[config.mk]
export PLATFORM = sky130hd
export DESIGN_NAME = servo_pwm_frame_packer
export DESIGN_NICKNAME = d
export VERILOG_FILES = /design/src/sv/spf_pkg.sv /design/src/sv/spf_cell.sv /design/src/sv/spf_chain.sv /design/src/sv/servo_pwm_frame_packer.sv
export SDC_FILE = /design/constraint.sdc
export NUM_CORES = 1
export LEC_CHECK = 0
export BUFFER_PORTS_ARGS = -buffer_cell sky130_fd_sc_hd__buf_2
export CAP_MARGIN = 20
export CORE_MARGIN = 1
export CORE_UTILIZATION = 55
export CTS_CLUSTER_SIZE = 25
export DETAILED_ROUTE_END_ITERATION = 7
export GPL_TIMING_DRIVEN = 0
export HOLD_SLACK_MARGIN = 0.03
export PLACE_DENSITY = 0.7
export SETUP_SLACK_MARGIN = 0.02
export SYNTH_ARGS = -nofsm -noshare
export SYNTH_HDL_FRONTEND = slang
export SYNTH_SLANG_ARGS = --single-unit
[constraint.sdc]
create_clock -name clk -period 3.3 [get_ports clk]
set_input_delay 0.33 -clock clk [delete_from_list [all_inputs] [get_ports clk]]
set_output_delay 0.33 -clock clk [all_outputs]
set_load 0.01 [all_outputs]
[src/sv/spf_pkg.sv]
`timescale 1ns / 1ps
`default_nettype none

package spf_pkg;

    localparam int SPF_CHANNELS_DEFAULT = 16;
    localparam int VAL_W                = 12;
    // Cell index width covers the largest supported channel count (64).
    localparam int CH_IDX_W             = 6;

    localparam logic [VAL_W-1:0] NO_PULSE   = 12'hFFF;
    localparam logic [VAL_W-1:0] WIDTH_MIN  = 12'd200;
    localparam logic [15:0]      PULSE_SPAN = 16'd200;   // width max minus width min
    localparam logic [8:0]       POS_OFFSET = 9'd127;

    typedef struct packed {
        logic                load;
        logic [CH_IDX_W-1:0] ch;
        logic [VAL_W-1:0]    value;
        logic                shift;
    } cell_ctrl_t;

    // 4095 - 200 - trunc((pos + 127) * 200 / 256); only pos = -128 gives a
    // negative product, and that truncates to zero.
    function automatic logic [VAL_W-1:0] pulse_from_position(input logic [7:0] pos);
        logic [8:0]  biased;
        logic [15:0] prod;
        logic [7:0]  span;
        biased = {pos[7], pos} + POS_OFFSET;
        prod   = {8'd0, biased[7:0]} * PULSE_SPAN;
        span   = biased[8] ? 8'd0 : prod[15:8];
        return NO_PULSE - WIDTH_MIN - {4'd0, span};
    endfunction

endpackage

`default_nettype wire

[src/sv/spf_cell.sv]
`timescale 1ns / 1ps
`default_nettype none

module spf_cell
    import spf_pkg::*;
#(
    parameter int IDX = 0
)
(
    input  wire logic             clk,
    input  wire logic             rst_n,
    input  wire cell_ctrl_t       ctrl,
    input  wire logic [VAL_W-1:0] prev,
    output logic      [VAL_W-1:0] value
);

    localparam logic [CH_IDX_W-1:0] MY_IDX = CH_IDX_W'(IDX);

    logic [VAL_W-1:0] value_reg;
    logic [VAL_W-1:0] value_next;

    always_comb
    begin
        value_next = value_reg;
        if (ctrl.shift)
        begin
            value_next = prev;
        end
        else if (ctrl.load && (ctrl.ch == MY_IDX))
        begin
            value_next = ctrl.value;
        end
    end

    always_ff @(posedge clk or negedge rst_n)
    begin
        if (!rst_n)
        begin
            value_reg <= NO_PULSE;
        end
        else
        begin
            value_reg <= value_next;
        end
    end

    assign value = value_reg;

endmodule

`default_nettype wire

[src/sv/spf_chain.sv]
`timescale 1ns / 1ps
`default_nettype none

module spf_chain
    import spf_pkg::*;
#(
    parameter int CHANNELS = SPF_CHANNELS_DEFAULT
)
(
    input  wire logic             clk,
    input  wire logic             rst_n,
    input  wire cell_ctrl_t       ctrl,
    output logic      [VAL_W-1:0] top_value,
    output logic      [VAL_W-1:0] sub_value
);

    logic [VAL_W-1:0] cell_val [CHANNELS];

    // Ring: each cell takes its lower neighbor, cell 0 takes the top cell.
    for (genvar i = 0; i < CHANNELS; i++)
    begin : g_cell
        spf_cell #(
            .IDX (i)
        ) u_cell (
            .clk   (clk),
            .rst_n (rst_n),
            .ctrl  (ctrl),
            .prev  (cell_val[(i + CHANNELS - 1) % CHANNELS]),
            .value (cell_val[i])
        );
    end

    assign top_value = cell_val[CHANNELS-1];
    assign sub_value = cell_val[CHANNELS-2];

endmodule

`default_nettype wire

[src/sv/servo_pwm_frame_packer.sv]
`timescale 1ns / 1ps
`default_nettype none

// channel   dir  tdata bits                          tuser  tlast
// s_axis    in   [3:0] channel, [11:4] position      -      -
// m_axis    out  [7:0] data_byte                     -      last_byte
//
// Each accepted write is followed by (CHANNELS/2)*3 byte transfers, one per
// cycle while m_tready holds; odd CHANNELS adds a realign state (ST_ALIGN)
// after the last byte. The ring of cells rotates one step after the second
// and third byte of each pair. s_tready is high only between frames.
// While bytes are emitted, a stalled output holds the ring.
// Reset sets every channel to 4095 and empties the output register.

module servo_pwm_frame_packer
    import spf_pkg::*;
#(
    parameter int CHANNELS = SPF_CHANNELS_DEFAULT
)
(
    input  wire logic        clk,
    input  wire logic        rst_n,
    input  wire logic        s_tvalid,
    output logic             s_tready,
    input  wire logic [15:0] s_tdata,   // [3:0] channel, [11:4] position
    output logic             m_tvalid,
    input  wire logic        m_tready,
    output logic      [7:0]  m_tdata,   // [7:0] data_byte
    output logic             m_tlast
);

    localparam int   PAIRS       = CHANNELS / 2;
    localparam int   FRAME_BYTES = PAIRS * 3;
    localparam int   BYTE_W      = $clog2(FRAME_BYTES);
    localparam bit   ODD_CH      = (CHANNELS % 2) != 0;
    localparam logic [BYTE_W-1:0] LAST_BYTE = BYTE_W'(FRAME_BYTES - 1);

    typedef enum logic [2:0] {
        ST_IDLE  = 3'b001,
        ST_EMIT  = 3'b010,
        ST_ALIGN = 3'b100
    } state_t;

    state_t            state_reg, state_next;
    logic [BYTE_W-1:0] byte_reg, byte_next;
    logic [1:0]        part_reg, part_next;
    logic              ovalid_reg, ovalid_next;
    logic [7:0]        odata_reg, odata_next;
    logic              olast_reg, olast_next;

    cell_ctrl_t        ctrl;
    logic [VAL_W-1:0]  top_value;
    logic [VAL_W-1:0]  sub_value;
    logic              in_xfer;
    logic              advance;
    logic [7:0]        cur_byte;

    assign s_tready = (state_reg == ST_IDLE);
    assign in_xfer  = s_tvalid && s_tready;
    assign advance  = !ovalid_reg || m_tready;

    always_comb
    begin
        case (part_reg)
            2'd0:    cur_byte = top_value[11:4];
            2'd1:    cur_byte = {top_value[3:0], sub_value[11:8]};
            default: cur_byte = top_value[7:0];
        endcase
    end

    always_comb
    begin
        state_next  = state_reg;
        byte_next   = byte_reg;
        part_next   = part_reg;
        ovalid_next = ovalid_reg && !m_tready;
        odata_next  = odata_reg;
        olast_next  = olast_reg;

        ctrl.load   = in_xfer;
        ctrl.ch     = {{(CH_IDX_W-4){1'b0}}, s_tdata[3:0]};
        ctrl.value  = pulse_from_position(s_tdata[11:4]);
        ctrl.shift  = 1'b0;

        case (state_reg)
            ST_IDLE:
            begin
                if (in_xfer)
                begin
                    state_next = ST_EMIT;
                    byte_next  = '0;
                    part_next  = 2'd0;
                end
            end
            ST_EMIT:
            begin
                if (advance)
                begin
                    ovalid_next = 1'b1;
                    odata_next  = cur_byte;
                    olast_next  = (byte_reg == LAST_BYTE);
                    ctrl.shift  = (part_reg != 2'd0);
                    part_next   = (part_reg == 2'd2) ? 2'd0 : part_reg + 2'd1;
                    byte_next   = byte_reg + BYTE_W'(1);
                    if (byte_reg == LAST_BYTE)
                    begin
                        state_next = ODD_CH ? ST_ALIGN : ST_IDLE;
                    end
                end
            end
            ST_ALIGN:
            begin
                // odd ring: one more step brings every channel home
                ctrl.shift = 1'b1;
                state_next = ST_IDLE;
            end
            default:
            begin
                state_next = ST_IDLE;
            end
        endcase
    end

    always_ff @(posedge clk or negedge rst_n)
    begin
        if (!rst_n)
        begin
            state_reg  <= ST_IDLE;
            byte_reg   <= '0;
            part_reg   <= 2'd0;
            ovalid_reg <= 1'b0;
        end
        else
        begin
            state_reg  <= state_next;
            byte_reg   <= byte_next;
            part_reg   <= part_next;
            ovalid_reg <= ovalid_next;
        end
    end

    always_ff @(posedge clk)
    begin
        odata_reg <= odata_next;
        olast_reg <= olast_next;
    end

    spf_chain #(
        .CHANNELS (CHANNELS)
    ) u_chain (
        .clk       (clk),
        .rst_n     (rst_n),
        .ctrl      (ctrl),
        .top_value (top_value),
        .sub_value (sub_value)
    );

    assign m_tvalid = ovalid_reg;
    assign m_tdata  = odata_reg;
    assign m_tlast  = olast_reg;

endmodule

`default_nettype wire
==> results of run 1 <==
## what timing repair did
item	in CTS	in global routing
endpoints found under the setup margin	122	178
gates cloned	5	2
buffers inserted	32	9
hold buffers	1	0
hold endpoints to repair	5	0
pin swaps	54	43
resized for setup	102	125
## placed cells by master (no fill, tap or decap), types with 10 or more instances in the layout
cell	count
o22a_1	10
a21oi_1	48
nand2_2	14
nor2_4	12
nor2_1	148
o21ai_1	26
buf_12	11
a21oi_2	15
nand3_1	61
clkbuf_16	26
a31oi_1	34
o21ai_2	35
buf_2	23
o21ai_0	34
mux2i_1	17
a22oi_1	37
ha_1	10
nand2_1	213
buf_4	24
clkbuf_1	54
ha_4	18
nand2_4	13
dfstp_2	193
## kinds of logic (layout without fill, tap and decap cells)
group	after synthesis	in the layout	synth area share, %
compound gates	269	269	16.03
buf+inv	91	201	3.560
mux	19	19	1.863
xor+xnor	14	14	1.234
fa+ha+maj	32	32	4.011
simple gates	513	513	20.50
flops	211	211	52.80
## area by class of cell
type	count	area, µm²
plain buffers	71	372.9
fillers	1339	5459
multi-input cells	847	5504
flip-flops and latches	211	5567
repair buffers	70	709.4
inverters	19	103.9
well taps	234	292.8
clock inverters	7	92.59
clock buffers	34	666.9
## final timing paths
| path | start | slack (ns) | cells after the start | to |
|---|---|---|---|---|
| hold / removal | m_tready | 0.11 | 3 | m_tvalid |
| max in group asynchronous | rst_n | 1.93 | 3 | u_chain.g_cell[6].u_cell.value[11] |
| hold reg to reg | u_chain.g_cell[10].u_cell.value[9] | 0.45 | 2 | u_chain.g_cell[11].u_cell.value[9] |
| setup / recovery | s_tdata[4] | -0.65 | 22 | u_chain.g_cell[7].u_cell.value[7] |
| setup reg to reg | state_reg[0] | 0.15 | 8 | u_chain.g_cell[0].u_cell.value[8] |
| min in group asynchronous | rst_n | 0.40 | 2 | byte_reg[3] |
## power groups by stage
| stage | combinational (µW) | sequential (µW) | clock (µW) |
|---|---|---|---|
| 2_1_floorplan | 2600 | 4880 | 0 |
| 3_3_place_gp | 3370 | 5100 | 0 |
| 3_5_place_dp | 3470 | 5120 | 0 |
| 4_1_cts | 4730 | 5110 | 2640 |
| 5_1_grt | 5840 | 5280 | 2730 |
| 6_report | 5510 | 5160 | 2610 |
## metal layers
layer	wire length (µm)	global-route usage [%]	share of wire (%)	vias up
met2	14780	49.84	46	457
met1	13420	44.22	42	4524
met4	1014	10.24	3.2	0
li1	-	-	-	4160
met5	0	0	0	-
met3	2585	4.650	8.1	76
## per-stage QoR
stage / hold WS, ns / setup WS (ns) / utilization, %
2_1_floorplan: 0.03441 / -0.8848 / -
3_3_place_gp: 0.4381 / -1.834 / 59.21
3_5_place_dp: 0.4041 / -1.858 / 59.41
4_1_cts: 0.1024 / -0.5980 / 67.47
5_1_grt: 0.1506 / -0.7461 / 70.91
6_report: 0.1085 / -0.6546 / 70.91
## critical path, cell delays in order
cell and delay (ns):
buf_12 0.11, inv_8 0.05, ha_4 0.12, or3b_4 0.42, xnor2_4 0.22, ha_4 0.24, ha_4 0.26, inv_2 0.05
fa_1 0.42, inv_1 0.12, ha_4 0.21, buf_8 0.14, a211oi_4 0.24, buf_4 0.17, nor3_1 0.06, a221oi_2 0.26
nand2_2 0.13, or3_4 0.40, nand3_4 0.12, buf_12 0.13, buf_8 0.12, o21ai_2 0.06
==> out/qor.csv, run 1 <==
stage;metric;value;unit
drt;final_antenna_net_count;0;
global_route;grt_pass1_vias;8866;
timing;tightest_slew;1.056;ns
place;port_buffers;26;
timing;final_max_slew_viol_count;0;
global_route;grt_usage;31.31;%
layout;stdcell_count;1493;
critical_path;path_class;in2reg;
global_route;antenna_found_initial;0;
timing;max_freq;252.9;MHz
critical_path;cp-start-kind;input pin;
clock_tree;cts_max_level;1;
yosys;netlist.area_leader.share;48.10;%
yosys;ys_top_cells_by_area;dfstp_2 48%, nand2_1 8.5%, nor2_1 5.7%;
floorplan;io-pin-count;31;
job;maxCapViolCount;0;
layout;stdcell_area;0.01331;mm²
layout;finalNetCount;1295;
yosys;async_reset_ff_share;95.73;%
critical_path;end_kind;flip-flop;
power;p_leak;0.005373;µW
power;p_switching;4762;µW
timing;slew_headroom;29.08;%
power;clkPwrFrac;19.7;%
drt;wirelength;31810;µm
floorplan;start_util;56.17;%
yosys;synthFlopType;dfstp_2;
layout;antenna_cells;0;
clock_tree;clockBufferDepth;3;
timing;rsz0062_at_grt;yes;
floorplan;core_area;0.01877;mm²
layout;layout-drive-gt1-share;37.49;%
drt;firstDrtPassIters;6;
yosys;syn_inst;1149;
drt;wl_per_cell;21.30;µm
clock_tree;insertion_delay;0.52;ns
clock_tree;cts_buffers;23;
floorplan;die_h;140.5;µm
timing;final.min_clock_period;3.955;ns
clock_tree;clock-sinks;211;
yosys;synth_commonest_cells;239 x nand2_1, 193 x dfstp_2, 161 x nor2_1;
global_route;overflow;0;
yosys;synth_edf_count;9;
yosys;synth-seq-cells;211;
drt;vias;9217;
floorplan;die-area;0.01973;mm²
drt;routed_via_density;6.173;
yosys;ys_seq_area_share;52.80;%
layout;largest_reg_flops;192;
power;p_total;13290;µW
drt;drc_errors;0;
clock_tree;cts_tree;yes;
clock_tree;clk_pin_slew;0.06;ns
yosys;synthDistinctLibCells;63;
timing;finalSetupViolCount;104;
yosys;synth_top_cell_by_area;dfstp_2;
outcome;violations;setup timing;
outcome;outcome;finished, violations left;
global_route;grt_pass1_wl;48170;µm
drt;drt-initial-drc-count;983;
timing;final.period_utilization;119.8;%
power;p_sw_share;35.84;%
place;place_area;0.01115;mm²
timing;worst_slack;-0.6546;ns
place;dp_hpwl;19890;µm
yosys;yosysMostFrequentCell;nand2_1;
power;power_frac_seq;38.9;%
power;vdd_drop_max;0.0005687;V
timing;hold_viol;0;
floorplan;die_w;140.5;µm
min_path;hp-class;in2reg;
power;power_density;998.2;mW/mm²
global_route;grt_max_degree;107;
floorplan;num_rows;50;
place;place_congestion;0.8921;
power;intPower;8523;µW
layout;syn_to_final_growth;26.24;%
yosys;syn-cell-area;0.01054;mm²
yosys;synth_area_per_cell;9.175;µm²
critical_path;crit_required;3.72;ns
critical_path;cp_max_fo;7;
yosys;ys_warn_count;0;
timing;finClkSkew;0.01982;ns
place;dp.cells;1410;
clock_tree;cts_root_buf;clkbuf_16;
critical_path;crit_arrival;4.37;ns
power;power_frac_comb;41.5;%
timing;setup_tns;-43.58;ns
yosys;syn_nets;1201;
(Power assumes the default switching activity.)
==> inputs of run 2 (changes only) <==
--- a/config.mk
+++ b/config.mk
@@ -9,10 +9,11 @@
 export CAP_MARGIN = 20
 export CORE_MARGIN = 1
 export CORE_UTILIZATION = 55
+export CTS_BUF_LIST = sky130_fd_sc_hd__clkbuf_16
 export CTS_CLUSTER_SIZE = 25
 export DETAILED_ROUTE_END_ITERATION = 7
 export GPL_TIMING_DRIVEN = 0
-export HOLD_SLACK_MARGIN = 0.03
+export HOLD_SLACK_MARGIN = 0.15
 export PLACE_DENSITY = 0.7
 export SETUP_SLACK_MARGIN = 0.02
 export SYNTH_ARGS = -nofsm -noshare
==> run 2 against run 1 <==
Effect of this change: the flow still finishes with violations (setup timing); die area did not move; setup slack got worse by 0.089 ns; flip-flop and latch count unchanged; clock skew fell by 0.0039 ns; critical path depth shrank 1; non-clock buffer count increased by 8; sequential share of layout area hardly changed; clock power is 5% lower; global-route usage increased by 0.093 points; first-iteration DRC count shrank 11%; critical endpoint is now u_chain.g_cell[4].u_cell.value[7].
==> out/qor.csv, run 2 (synthesis results as in run 1) <==
stage;metric;value;unit;change
outcome;outcome;finished, violations left;;
outcome;violations;setup timing;;
layout;stdcell_count;1501;;+0.54%
layout;syn_to_final_growth;26.15;%;about the same
clock_tree;clk_pin_slew;0.06;ns;about the same
layout;stdcell_area;0.01330;mm²;about the same
timing;final_max_slew_viol_count;0;;unchanged
global_route;grt_pass1_vias;8898;;+0.36%
place;place_area;0.01115;mm²;unchanged
clock_tree;clockBufferDepth;3;;unchanged
global_route;grt_pass1_wl;48260;µm;+0.19%
floorplan;start_util;56.17;%;unchanged
layout;n_fill_cell;1352;;+0.97%
floorplan;die_w;140.5;µm;unchanged
global_route;grt_max_degree;107;;unchanged
drt;wl_per_cell;21.07;µm;-1.1%
place;port_buffers;26;;unchanged
global_route;antenna_found_initial;0;;unchanged
clock_tree;insertion_delay;0.52;ns;about the same
layout;layout_commonest_cell;nand2_1;;
critical_path;end_kind;flip-flop;;
critical_path;crit_required;3.72;ns;about the same
layout;fin_util;70.86;%;about the same
layout;finalNetCount;1303;;+0.62%
timing;final.min_clock_period;4.043;ns;+0.08863 ns
critical_path;cp-start-kind;input pin;;
min_path;hp-class;in2reg;;
drt;firstDrtPassIters;5;;-1
timing;final.period_utilization;122.5;%;+2.7 points
timing;finClkSkew;0.01591;ns;-0.003918 ns
drt;vias;9229;;+0.13%
place;dp_hpwl;19890;µm;unchanged
layout;final_cell_mix;226 x nand2_1, 193 x dfstp_2, 147 x nor2_1;;
place;place_congestion;0.8921;;unchanged
clock_tree;cts_buffers;23;;unchanged
drt;final_antenna_net_count;0;;unchanged
place;dp.cells;1410;;unchanged
critical_path;cp_max_fo;5;;-2
timing;rsz0062_at_grt;yes;;
timing;max_freq;247.3;MHz;-2.2%
power;p_leak;0.005347;µW;-0.49%
layout;largest_reg_flops;192;;unchanged
critical_path;crit_arrival;4.46;ns;+0.09 ns
drt;drc_errors;0;;unchanged
layout;antenna_cells;0;;unchanged
timing;slew_headroom;30.07;%;+0.99 points
timing;hold_viol;0;;unchanged
drt;routed_via_density;6.149;;-0.40%
drt;wirelength;31620;µm;-0.57%
global_route;grt_usage;31.40;%;+0.093 points
floorplan;io-pin-count;31;;unchanged
floorplan;core_area;0.01877;mm²;unchanged
floorplan;num_rows;50;;unchanged
power;vdd_drop_max;0.0005368;V;-5.6%
timing;finalSetupViolCount;107;;+2.9%
clock_tree;cts_tree;yes;;
clock_tree;cts_max_level;1;;unchanged
clock_tree;cts_root_buf;clkbuf_16;;
power;power_density;990.7;mW/mm²;-0.75%
timing;tightest_slew;1.041;ns;-0.01478 ns
floorplan;die-area;0.01973;mm²;unchanged
power;p_total;13180;µW;-0.83%
job;maxCapViolCount;0;;unchanged
layout;layout-drive-gt1-share;37.02;%;-0.47 points
floorplan;die_h;140.5;µm;unchanged
critical_path;path_class;in2reg;;
drt;drt-initial-drc-count;876;;-11%
clock_tree;clock-sinks;211;;unchanged
global_route;overflow;0;;unchanged
timing;worst_slack;-0.7432;ns;-0.08863 ns
-- run 2: changes by cell type in the layout (fill, tap and decap cells not counted), moves of 6 or more --
| cell | before | now |
|---|---|---|
| clkbuf_1 | 54 | 47 |
| nand2_1 | 213 | 226 |
| nand2_2 | 14 | 8 |
| nand2_4 | 13 | 6 |
-- run 2: worst max-delay path, cell delays in order --
cell and delay [ns]:
buf_12 0.11, buf_4 0.13, o31ai_2 0.44, nand2_1 0.22
ha_4 0.30, ha_4 0.26, inv_2 0.03, fa_2 0.54
inv_2 0.05, ha_4 0.31, nand2_4 0.09, o21ai_2 0.28
o21a_1 0.21, nor3_2 0.08, ha_4 0.17, and2_4 0.14
or3_4 0.34, nand3_4 0.12, buf_12 0.12, buf_8 0.12
o21ai_2 0.05
-- run 2: layer usage --
| layer | routed length [µm] | vias up | GRT usage [%] |
|---|---|---|---|
| met3 | 2772 | 86 | 4.615 |
| met2 | 14440 | 466 | 49.21 |
| met1 | 13230 | 4498 | 44.60 |
| met4 | 1184 | 0 | 11.44 |
| met5 | 0 | - | 0 |
| li1 | - | 4179 | - |
-- run 2: path summary, 6_finish.rpt --
path	end	slack [ns]	depth (start not counted)	start
max in group asynchronous	u_chain.g_cell[7].u_cell.value[5]	1.93	3	rst_n
min in group asynchronous	byte_reg[3]	0.41	2	rst_n
worst max register to register	u_chain.g_cell[8].u_cell.value[1]	0.15	8	state_reg[0]
worst min-delay path	byte_reg[1]	0.24	3	s_tvalid
worst min register to register	u_chain.g_cell[11].u_cell.value[9]	0.45	2	u_chain.g_cell[10].u_cell.value[9]
worst max-delay path	u_chain.g_cell[4].u_cell.value[7]	-0.74	21	s_tdata[5]
-- run 2: final cells by class --
class | count | area (µm²) | share of cell area [%]
flip-flops and latches | 211 | 5567 | 41.86
multi-input cells | 847 | 5456 | 41.03
repair buffers | 78 | 788.3 | 5.927
clock buffers | 23 | 575.6 | 4.328
plain buffers | 71 | 376.6 | 2.832
well taps | 234 | 292.8 | 2.202
clock inverters | 18 | 133.9 | 1.007
inverters | 19 | 108.9 | 0.8185
-- run 2: power by group --
group          leakage, µW  internal (µW)  switching [µW]
combinational      0.00275           2590            2940
clock             0.000372           1420            1060
sequential         0.00223           4430             732
total              0.00535           8440            4730
-- run 2: metrics by stage --
step / hold slack, ns / setup WS [ns] / TNS [ns]
2_1_floorplan: 0.03441 / -0.8848 / -62.94
3_3_place_gp: 0.4381 / -1.834 / -193.78
3_5_place_dp: 0.4041 / -1.858 / -158.32
4_1_cts: 0.2335 / -0.5953 / -38.66
5_1_grt: 0.2463 / -0.8188 / -58.12
6_report: 0.2408 / -0.7432 / -47.99
-- run 2: timing repair --
item | CTS | global route
setup buffers | 32 | 17
cloned | 5 | 2
pin swaps | 59 | 43
endpoints found under the hold margin | 6 | 0
hold buffers | 2 | 0
setup endpoints to repair | 122 | 180
gates resized for setup | 111 | 113
==> inputs of run 3 (changes only) <==
--- a/config.mk
+++ b/config.mk
@@ -7,14 +7,16 @@
 export LEC_CHECK = 0
 export BUFFER_PORTS_ARGS = -buffer_cell sky130_fd_sc_hd__buf_2
 export CAP_MARGIN = 20
-export CORE_MARGIN = 1
-export CORE_UTILIZATION = 55
+export CELL_PAD_IN_SITES_DETAIL_PLACEMENT = 1
+export CELL_PAD_IN_SITES_GLOBAL_PLACEMENT = 2
+export CORE_MARGIN = 2
+export CORE_UTILIZATION = 43
 export CTS_BUF_LIST = sky130_fd_sc_hd__clkbuf_16
 export CTS_CLUSTER_SIZE = 25
 export DETAILED_ROUTE_END_ITERATION = 7
 export GPL_TIMING_DRIVEN = 0
 export HOLD_SLACK_MARGIN = 0.15
-export PLACE_DENSITY = 0.7
+export PLACE_DENSITY = 0.83
 export SETUP_SLACK_MARGIN = 0.02
 export SYNTH_ARGS = -nofsm -noshare
 export SYNTH_HDL_FRONTEND = slang
==> constraint.sdc (replaced) <==
create_clock -name clk -period 3.3 [get_ports clk]
set_input_delay 0.825 -clock clk [delete_from_list [all_inputs] [get_ports clk]]
set_output_delay 0.825 -clock clk [all_outputs]
set_load 0.01 [all_outputs]
==> run 3 against run 2 <==
Effect of this change: the run still ends with setup timing left; die area is 31% higher; global-route usage is 2.8 points lower; sequential power is 0.8% higher; clock power is 7% higher; core utilization is 13 points lower; total power is 8.2% higher; maximum frequency is 13% lower; sequential share of layout area is 1.8 points lower; register-to-register slack better by 0.05 ns; flip-flop and latch count stayed put; critical path type unchanged; critical endpoint is now u_chain.g_cell[5].u_cell.value[7]; largest power group unchanged.
==> out/qor.csv, run 3 (synthesis results as in run 1) <==
stage;metric;value;unit;change
timing;rsz0062_at_grt;yes;;
timing;finClkSkew;0.01582;ns;-0.00008150 ns
drt;drc_errors;0;;unchanged
floorplan;die_h;160.6;µm;+14%
floorplan;num_rows;57;;+14%
layout;regArea;0.005567;mm²;unchanged
global_route;antenna_found_initial;0;;unchanged
place;dp_hpwl;24010;µm;+21%
global_route;grt_pass1_vias;9853;;+11%
power;p_leak;0.005636;µW;+5.4%
timing;whs;0.4308;ns;+0.1900 ns
layout;layout-drive-gt1-share;41.91;%;+4.9 points
power;vdd_drop_max;0.0005047;V;-6.0%
clock_tree;cts_hold_buf;0;;-2
timing;final.period_utilization;140.5;%;+18 points
place;place_congestion;0.8309;;-6.9%
floorplan;core_area;0.02418;mm²;+29%
timing;worst_slack;-1.336;ns;-0.5924 ns
critical_path;crit_chain;buf_12, buf_8, or4_4, buf_6, nor4_4, xor2_1, inv_2, ha_4, ha_4, ha_4, ha_4, o21ai_2, o211a_1, a221oi_2, nand2_2, buf_4, o21ai_2, nand3_4, buf_12, buf_8, o21ai_2;;
job;maxCapViolCount;0;;unchanged
floorplan;start_util;43.61;%;-13 points
critical_path;crit_family;simple AND/OR/NAND/NOR gates;;
timing;final.min_clock_period;4.636;ns;+0.5924 ns
critical_path;cp-start-kind;input pin;;
critical_path;path_class;in2reg;;
drt;firstDrtPassIters;7;;+2
power;p_total;14250;µW;+8.2%
layout;multiInputGateArea;0.005672;mm²;+3.9%
clock_tree;clockBufferDepth;3;;unchanged
timing;max_freq;215.7;MHz;-13%
global_route;grt_max_degree;111;;+3.7%
floorplan;die-area;0.02579;mm²;+31%
clock_tree;clock-sinks;211;;unchanged
timing;tightest_slew;1.124;ns;+0.08270 ns
layout;finalNetCount;1319;;+1.2%
clock_tree;cts_root_buf;clkbuf_16;;
critical_path;startpoint;s_tdata[4];;
layout;antenna_cells;0;;unchanged
drt;wirelength;37660;µm;+19%
min_path;hp-class;in2async;;
timing;final_max_slew_viol_count;0;;unchanged
critical_path;crit_arrival;5.09;ns;+0.63 ns
drt;vias;9236;;+0.076%
critical_path;reg2reg_from;state_reg[0];;
layout;largest_reg_flops;192;;unchanged
drt;routed_via_density;5.737;;-6.7%
critical_path;reg2reg_setup_slack;0.20;ns;+0.05 ns
outcome;violations;setup timing;;
critical_path;end_kind;flip-flop;;
power;power_density;1025;mW/mm²;+3.5%
timing;hold_viol;0;;unchanged
outcome;outcome;finished, violations left;;
critical_path;crit_required;3.75;ns;+0.03 ns
floorplan;io-pin-count;31;;unchanged
drt;final_antenna_net_count;0;;unchanged
clock_tree;cts_tree;yes;;
critical_path;max_stage_delay;0.61;ns;+0.07 ns
drt;wl_per_cell;23.39;µm;+11%
critical_path;cp_max_fo;5;;unchanged
clock_tree;cts_buffers;25;;+8.7%
place;port_buffers;26;;unchanged
clock_tree;clk_pin_slew;0.06;ns;about the same
layout;syn_to_final_growth;31.82;%;
critical_path;cp_common_cell;ha_4;;
clock_tree;cts_max_level;1;;unchanged
critical_path;slowest_stage;or4_4;;
timing;slew_headroom;24.52;%;-5.6 points
critical_path;critical_path_buf_inv_count;7;;+1
global_route;overflow;0;;unchanged
layout;n_fill_cell;2638;;+95%
floorplan;die_w;160.6;µm;+14%
clock_tree;insertion_delay;0.53;ns;about the same
global_route;grt_usage;28.64;%;-2.8 points
critical_path;reg2regPathDepth;8;;unchanged
global_route;grt_pass1_wl;57420;µm;+19%
layout;layout_commonest_cell;nand2_1;;
layout;final_cell_mix;205 x nand2_1, 193 x dfstp_2, 141 x nor2_1;;
timing;finalSetupViolCount;128;;+20%
drt;drt-initial-drc-count;746;;-15%
critical_path;reg2reg_to;u_chain.g_cell[12].u_cell.value[7];;
run 3: cell count changes in the layout (fill, tap and decap cells not counted), moves of 7 or more:
cell	change
o21ai_0	-10
nand2_4	+7
buf_6	+10
nand3_2	+16
nand2_2	+14
nand3_1	-16
o21ai_1	+9
nand2_1	-21
run 3: final cells by class:
type / instances / area share (%)
Buffer: 71 / 2.845
Inverter: 19 / 0.7833
Clock buffer: 25 / 4.502
Sequential cell: 211 / 40.06
Timing Repair Buffer: 92 / 7.041
Tap cell: 324 / 2.917
Clock inverter: 21 / 1.044
Multi-Input combinational cell: 847 / 40.81
run 3: per-stage QoR:
step           cell area (µm²)  worst slack [ns]  util [%]  cells  TNS, ns
2_1_floorplan            10710            -1.380         -   1149  -120.52
3_3_place_gp             11240            -2.454     46.51   1499  -429.29
3_5_place_dp             11280            -2.544     46.66   1500  -261.50
4_1_cts                  13230            -1.118     54.71   1595  -102.12
5_1_grt                  13900            -1.445     57.48   1610  -135.40
6_report                 13900            -1.336     57.48   1610  -123.66
run 3: repair_timing:
| action | in CTS | in global routing |
|---|---|---|
| buffers inserted | 47 | 19 |
| setup endpoints to repair | 189 | 192 |
| pin swaps | 63 | 64 |
| gates resized for setup | 159 | 138 |
| cloned | 7 | 1 |
run 3: worst register-to-register path: cells and delay by family, from the launching register on:
family	cells	cell delay, ns
buffers and inverters	1	0.44
flip-flops	1	0.53
AND/OR/NAND/NOR	5	1.71
AO/OA/AOI/OAI	2	0.31
run 3: worst max path at each step:
stage	to	slack (ns)	cells after the start
CTS	u_chain.g_cell[5].u_cell.value[7]	-1.12	22
global route	u_chain.g_cell[5].u_cell.value[7]	-1.44	21
global placement	u_chain.g_cell[0].u_cell.value[5]	-2.45	18
detailed placement	u_chain.g_cell[0].u_cell.value[5]	-2.54	20
finish	u_chain.g_cell[5].u_cell.value[7]	-1.34	21
floorplan	u_chain.g_cell[4].u_cell.value[7]	-1.38	20
run 3: where the power goes:
group          leakage [µW]  switching, µW  internal, µW  total [µW]
sequential          0.00223            760          4430        5200
clock              0.000402           1130          1520        2650
combinational       0.00301           3330          3080        6400
run 3: metal layers:
metal / vias up / part of all wire, % / track usage [%]
li1: 4197 / - / -
met1: 4777 / 45 / 40.25
met2: 205 / 49 / 47.83
met3: 57 / 4.2 / 3.099
met4: 0 / 2.0 / 7.002
met5: - / 0 / 0
